File: config.mk
export PLATFORM = sky130hd
export DESIGN_NAME = uti_csr
export DESIGN_NICKNAME = d
export VERILOG_FILES = /design/src/hdl/uti_pkg.sv /design/src/hdl/uti_csr.sv
export SDC_FILE = /design/constraint.sdc
export NUM_CORES = 1
export LEC_CHECK = 0
export ABC_CLOCK_PERIOD_IN_PS = 1700
export BUFFER_PORTS_ARGS = -buffer_cell sky130_fd_sc_hd__buf_2
export CAP_MARGIN = 20
export CORE_ASPECT_RATIO = 0.75
export CORE_MARGIN = 2
export CORE_UTILIZATION = 40
export DETAILED_ROUTE_END_ITERATION = 8
export GPL_TIMING_DRIVEN = 0
export PLACE_DENSITY = 0.76
export SLEW_MARGIN = 20
export SYNTH_ARGS = -nofsm -noshare
export SYNTH_HDL_FRONTEND = slang
export SYNTH_SLANG_ARGS = --single-unit
File: constraint.sdc
create_clock -name clock -period 1.7 [get_ports clock]
set_clock_uncertainty 0.2 [all_clocks]
set_input_delay 0.255 -clock clock [delete_from_list [all_inputs] [get_ports clock]]
set_output_delay 0.255 -clock clock [all_outputs]
set_load 0.005 [all_outputs]
File: src/hdl/uti_pkg.sv
// Shared types and constants of the uniform table interpolator.
package uti_pkg;

   localparam int TABLE_DEPTH_DEF = 1024;
   localparam int FRAC_BITS_DEF   = 16;
   localparam int DATA_W          = 32;
   localparam int LOAD_IDX_W      = 10;
   localparam int SCOUNT_W        = 11;
   localparam int PADDR_W         = 4;

   localparam logic REQ_LOAD  = 1'b0;
   localparam logic REQ_QUERY = 1'b1;

   typedef enum logic [1:0] {
      REG_RANGE_START  = 2'd0,
      REG_INV_SPACING  = 2'd1,
      REG_SAMPLE_COUNT = 2'd2,
      REG_INTERP_MODE  = 2'd3
   } reg_idx_type;

   typedef struct packed {
      logic [DATA_W-1:0]   range_start;
      logic [DATA_W-1:0]   inv_spacing;
      logic [SCOUNT_W-1:0] sample_count;
      logic                interp_mode;
   } cfg_type;

endpackage

File: src/hdl/uti_csr.sv
// Register file of the interpolator behind an APB-style port.
module uti_csr #(
   parameter int FRAC_BITS = uti_pkg::FRAC_BITS_DEF
) (
   input  logic                       clock,
   input  logic                       reset,
   input  logic                       psel,
   input  logic                       penable,
   input  logic                       pwrite,
   input  logic [uti_pkg::PADDR_W-1:0] paddr,
   input  logic [uti_pkg::DATA_W-1:0] pwdata,
   output logic [uti_pkg::DATA_W-1:0] prdata,
   output logic                       pready,
   output uti_pkg::cfg_type           cfg
);

   uti_pkg::cfg_type     cfg_ff;
   uti_pkg::cfg_type     cfg_in;
   uti_pkg::reg_idx_type reg_idx;
   logic                 wr_hit;

   assign reg_idx = uti_pkg::reg_idx_type'(paddr[3:2]);
   assign wr_hit  = psel && penable && pwrite;
   assign pready  = 1'b1;
   assign cfg     = cfg_ff;

   always_comb begin
      cfg_in = cfg_ff;
      if (wr_hit) begin
         unique case (reg_idx)
            uti_pkg::REG_RANGE_START:  cfg_in.range_start  = pwdata;
            uti_pkg::REG_INV_SPACING:  cfg_in.inv_spacing  = pwdata;
            uti_pkg::REG_SAMPLE_COUNT: cfg_in.sample_count = pwdata[uti_pkg::SCOUNT_W-1:0];
            uti_pkg::REG_INTERP_MODE:  cfg_in.interp_mode  = pwdata[0];
            default:                   cfg_in = cfg_ff;
         endcase
      end
   end

   always_comb begin
      unique case (reg_idx)
         uti_pkg::REG_RANGE_START:  prdata = cfg_ff.range_start;
         uti_pkg::REG_INV_SPACING:  prdata = cfg_ff.inv_spacing;
         uti_pkg::REG_SAMPLE_COUNT: prdata = uti_pkg::DATA_W'(cfg_ff.sample_count);
         uti_pkg::REG_INTERP_MODE:  prdata = uti_pkg::DATA_W'(cfg_ff.interp_mode);
         default:                   prdata = '0;
      endcase
   end

   always_ff @(posedge clock) begin
      if (reset) begin
         cfg_ff.range_start  <= '0;
         cfg_ff.inv_spacing  <= uti_pkg::DATA_W'(1) << FRAC_BITS;
         cfg_ff.sample_count <= uti_pkg::SCOUNT_W'(2);
         cfg_ff.interp_mode  <= 1'b0;
      end else begin
         cfg_ff <= cfg_in;
      end
   end

endmodule

==> impl_metrics.py <==
metrics = {
    "run_status": {
        "result_of_the_run": "finished with violations",
        "failing_checks": "negative setup slack",
    },
    "worst_setup_path": {
        "kind_of_critical_path": "flop to output pin",
        "reg2reg_from": "cfg[0]$_SDFFE_PP0P_",
        "timing.critical_path.arrival_ns": 1.30,
        "rrSetupSlack_ns": 0.77,
        "crit-reg2reg-capture": "cfg[0]$_SDFFE_PP0P_",
        "startpoint_type": "flop",
        "critPathCaptureType": "output pin",
        "timing.critical_path.fanout_max": 2,
        "worst_ep_required_time_ns": 1.24,
        "r2r.worst_path.cells": 3,
    },
    "logic_synthesis": {
        "synthesis.area_sq_um": 3690,
        "syn_area_per_cell_sq_um": 9.83,
        "netlist.area_leader.share": 0.413,
        "synthesis.instances": 375,
        "postSynthRegisterBits": 76,
        "synth_area_leaders": "sky130_fd_sc_hd__dfxtp_1 (41%), sky130_fd_sc_hd__mux2i_1 (29%), sky130_fd_sc_hd__nand2b_1 (18%), sky130_fd_sc_hd__nor2_1 (2.5%), sky130_fd_sc_hd__clkbuf_1 (1.5%)",
        "ys.warnings.count": 0,
        "synth.yosys.seq_area_share": 0.413,
        "mappedNetlistNets": 416,
        "synth_largest_area_cell": "sky130_fd_sc_hd__dfxtp_1",
        "post_synth_num_cell_types": 21,
    },
    "drt": {
        "wirelength_um": 10800,
        "antenna_left": 0,
        "detailroute.via_count": 3221,
        "detail_route.vias_per_cell": 4.94,
        "drt_first_pass_iters": 4,
        "drtIter0Drc": 117,
        "routedWlPerCell_um": 16.5,
        "remaining_drc_errors": 0,
    },
    "cts": {
        "cts.sinks": 76,
        "tritoncts": "done",
        "ctsLongestPathBuffers": 2,
        "cts_htree_levels": 3,
        "clkTransAtPathRegs_ns": 0.06,
        "clock_latency_ns": 0.33,
        "tritoncts.num_buffers": 9,
        "root_buffer": "sky130_fd_sc_hd__clkbuf_16",
    },
    "sta": {
        "worst_slew_pin_slew_ns": 0.559,
        "worst_slack_ns": -0.0507,
        "slew_violations": 0,
        "timing.fmax_mhz": 571,
        "report.final.hold_viol_count": 0,
        "unrepaired_setup_endpoints_after_global_routing": "yes",
        "setup_viol": 1,
        "timing.final.crit_period_ns": 1.75,
        "slew_headroom": 0.627,
        "fin_crit_sh": 1.03,
    },
    "power_and_ir_drop": {
        "power_density_nw_per_um2": 826,
        "leakage_power_of_the_design_nw": 2.53,
        "vdd_ir_drop_max_mv": 0.412,
        "total_power_w": 0.00407,
    },
    "floorplanning": {
        "die_x_um": 115,
        "design.core.area_sq_um": 9010,
        "initial_standard_cell_utilization_of_the_core": 0.409,
        "design.die.area_sq_um": 10000,
        "rows": 30,
        "die_h_um": 87.1,
        "ios": 150,
    },
    "grt": {
        "via_count_of_the_first_global_routing_pass": 3179,
        "grt_antenna_before_repair": 0,
        "grt_pass1_wl_um": 16500,
        "gr-total-overflow": 0,
        "grt_use_total": 0.216,
        "grt_max_degree": 14,
    },
    "placed_design": {
        "placed_cells_incl_taps": 632,
        "place_congestion": 0.730,
        "dp.final_hpwl_um": 7890,
        "io_buffers": 145,
    },
    "final_layout": {
        "final_net_count": 575,
        "final_standard_cell_count_with_taps_included_and_fillers_excluded": 652,
        "max_reg_flops": 76,
        "layout-drive-gt1-share": 0.347,
        "area_growth_syn_to_layout_pct": 33.6,
        "filler_cell_count": 837,
    },
    "hold_path": {
        "hold_path_end": "cfg[24]$_SDFFE_PP0P_",
        "hold_path_depth": 3,
        "hold_path_class": "input port to flop",
        "holdCritStartpoint": "pwdata[12]",
    },
    "run": {
        "max-cap-violations": 0,
    },
}
==> worst max-delay path: stages (launching register included) <==
cell and delay (ns):
sky130_fd_sc_hd__dfxtp_2 0.32, sky130_fd_sc_hd__mux4_2 0.49, sky130_fd_sc_hd__buf_2 0.15
==> report_power, final <==
group          leakage [nW]  switching (W)  internal, W
Sequential            0.615      0.0000184      0.00180
Clock                 0.142       0.000748      0.00114
Combinational          1.77       0.000188     0.000175
==> metal layers <==
metal / track usage / wire length, um / vias up
li1: - / - / 1571
met1: 0.276 / 5070 / 1528
met2: 0.366 / 5010 / 107
met3: 0.0501 / 525 / 15
met4: 0.0646 / 158 / 0
met5: 0 / 0 / -
==> logic make-up (layout without fill, tap and decap cells) <==
group                  count (synthesis)  in the layout  synth area share
DFF                                   76             76             0.413
buffers and inverters                 29            193            0.0424
and+or+nand+nor                      150            150             0.234
AOI/OAI and AO/OA                     12             12            0.0163
other                                  1              2           0.00102
muxes                                107            107             0.294
==> final cells by class <==
type                       instances  area [sq um]  area share
clock buffer                      10           229      0.0465
multi-input combinational        270          2010       0.408
sequential                        76          1530       0.310
tap                              112           140      0.0284
antenna                            1          2.50    0.000508
timing repair buffer             148           751       0.152
buffer                            29           203      0.0411
clock inverter                     6          65.1      0.0132
==> cells in the final DEF (no fill, tap or decap), drive strengths merged <==
cell	count
a21oi	1
nand3b	1
nor2b	1
clkinvlp	1
mux4	1
nand2b	105
buf	161
nand4	1
clkbuf	25
nand3	1
dlygate4sd3	1
mux2i	106
diode	1
and3	1
nor3	1
bufinv	1
clkinv	4
or3	1
o21ai	11
conb	1
nor2	25
dfxtp	76
nand2	12
nor3b	1
==> timing repair <==
| action | CTS | global route |
|---|---|---|
| gates resized for setup | 9 | 11 |
| gates cloned | 0 | 0 |
| hold buffers | 1 | 0 |
| hold endpoints to repair | 1 | 0 |
| buffers inserted | 2 | 0 |
| setup endpoints to repair | 31 | 15 |
==> through the flow <==
step | hold WS (ns) | setup TNS (ns) | setup slack (ns) | util | cell area (sq um)
2_1_floorplan | 0.205 | 0 | 0.327 | - | 3690
3_3_place_gp | 0.271 | -2.00 | -0.130 | 0.505 | 4550
3_5_place_dp | 0.281 | -2.39 | -0.148 | 0.505 | 4550
4_1_cts | 0.00147 | -0.0391 | -0.0297 | 0.543 | 4890
5_1_grt | 0.0154 | -0.0797 | -0.0797 | 0.547 | 4920
6_report | 0.00830 | -0.0507 | -0.0507 | 0.547 | 4930
==> worst max path at each step <==
| stage | from | endpoint | slack, ns | cells past startpoint |
|---|---|---|---|---|
| after floorplan | pwrite | cfg[33]$_SDFFE_PP0P_ | 0.33 | 4 |
| after global placement | paddr[3] | prdata[9] | -0.13 | 5 |
| after detailed placement | paddr[3] | prdata[9] | -0.15 | 5 |
| after CTS | cfg[0]$_SDFFE_PP0P_ | prdata[0] | -0.03 | 2 |
| after global routing | cfg[0]$_SDFFE_PP0P_ | prdata[0] | -0.08 | 2 |
| final | cfg[0]$_SDFFE_PP0P_ | prdata[0] | -0.05 | 2 |
==> Yosys cell counts <==
cell type,instances
sky130_fd_sc_hd__nor2_1,25
sky130_fd_sc_hd__a21oi_1,1
sky130_fd_sc_hd__buf_6,2
sky130_fd_sc_hd__buf_2,5
sky130_fd_sc_hd__dfxtp_1,76
sky130_fd_sc_hd__nor2b_1,1
sky130_fd_sc_hd__or3_4,1
sky130_fd_sc_hd__nor3b_2,1
sky130_fd_sc_hd__nand2_1,12
sky130_fd_sc_hd__nand3b_1,1
sky130_fd_sc_hd__mux4_2,1
sky130_fd_sc_hd__buf_4,7
sky130_fd_sc_hd__mux2i_1,106
sky130_fd_sc_hd__o21ai_0,11
sky130_fd_sc_hd__clkbuf_1,15
sky130_fd_sc_hd__nor3_2,1
sky130_fd_sc_hd__nand2b_1,105
sky130_fd_sc_hd__nand4_1,1
sky130_fd_sc_hd__conb_1,1
sky130_fd_sc_hd__and3_1,1
sky130_fd_sc_hd__nand3_1,1
(Power assumes the default switching activity.)
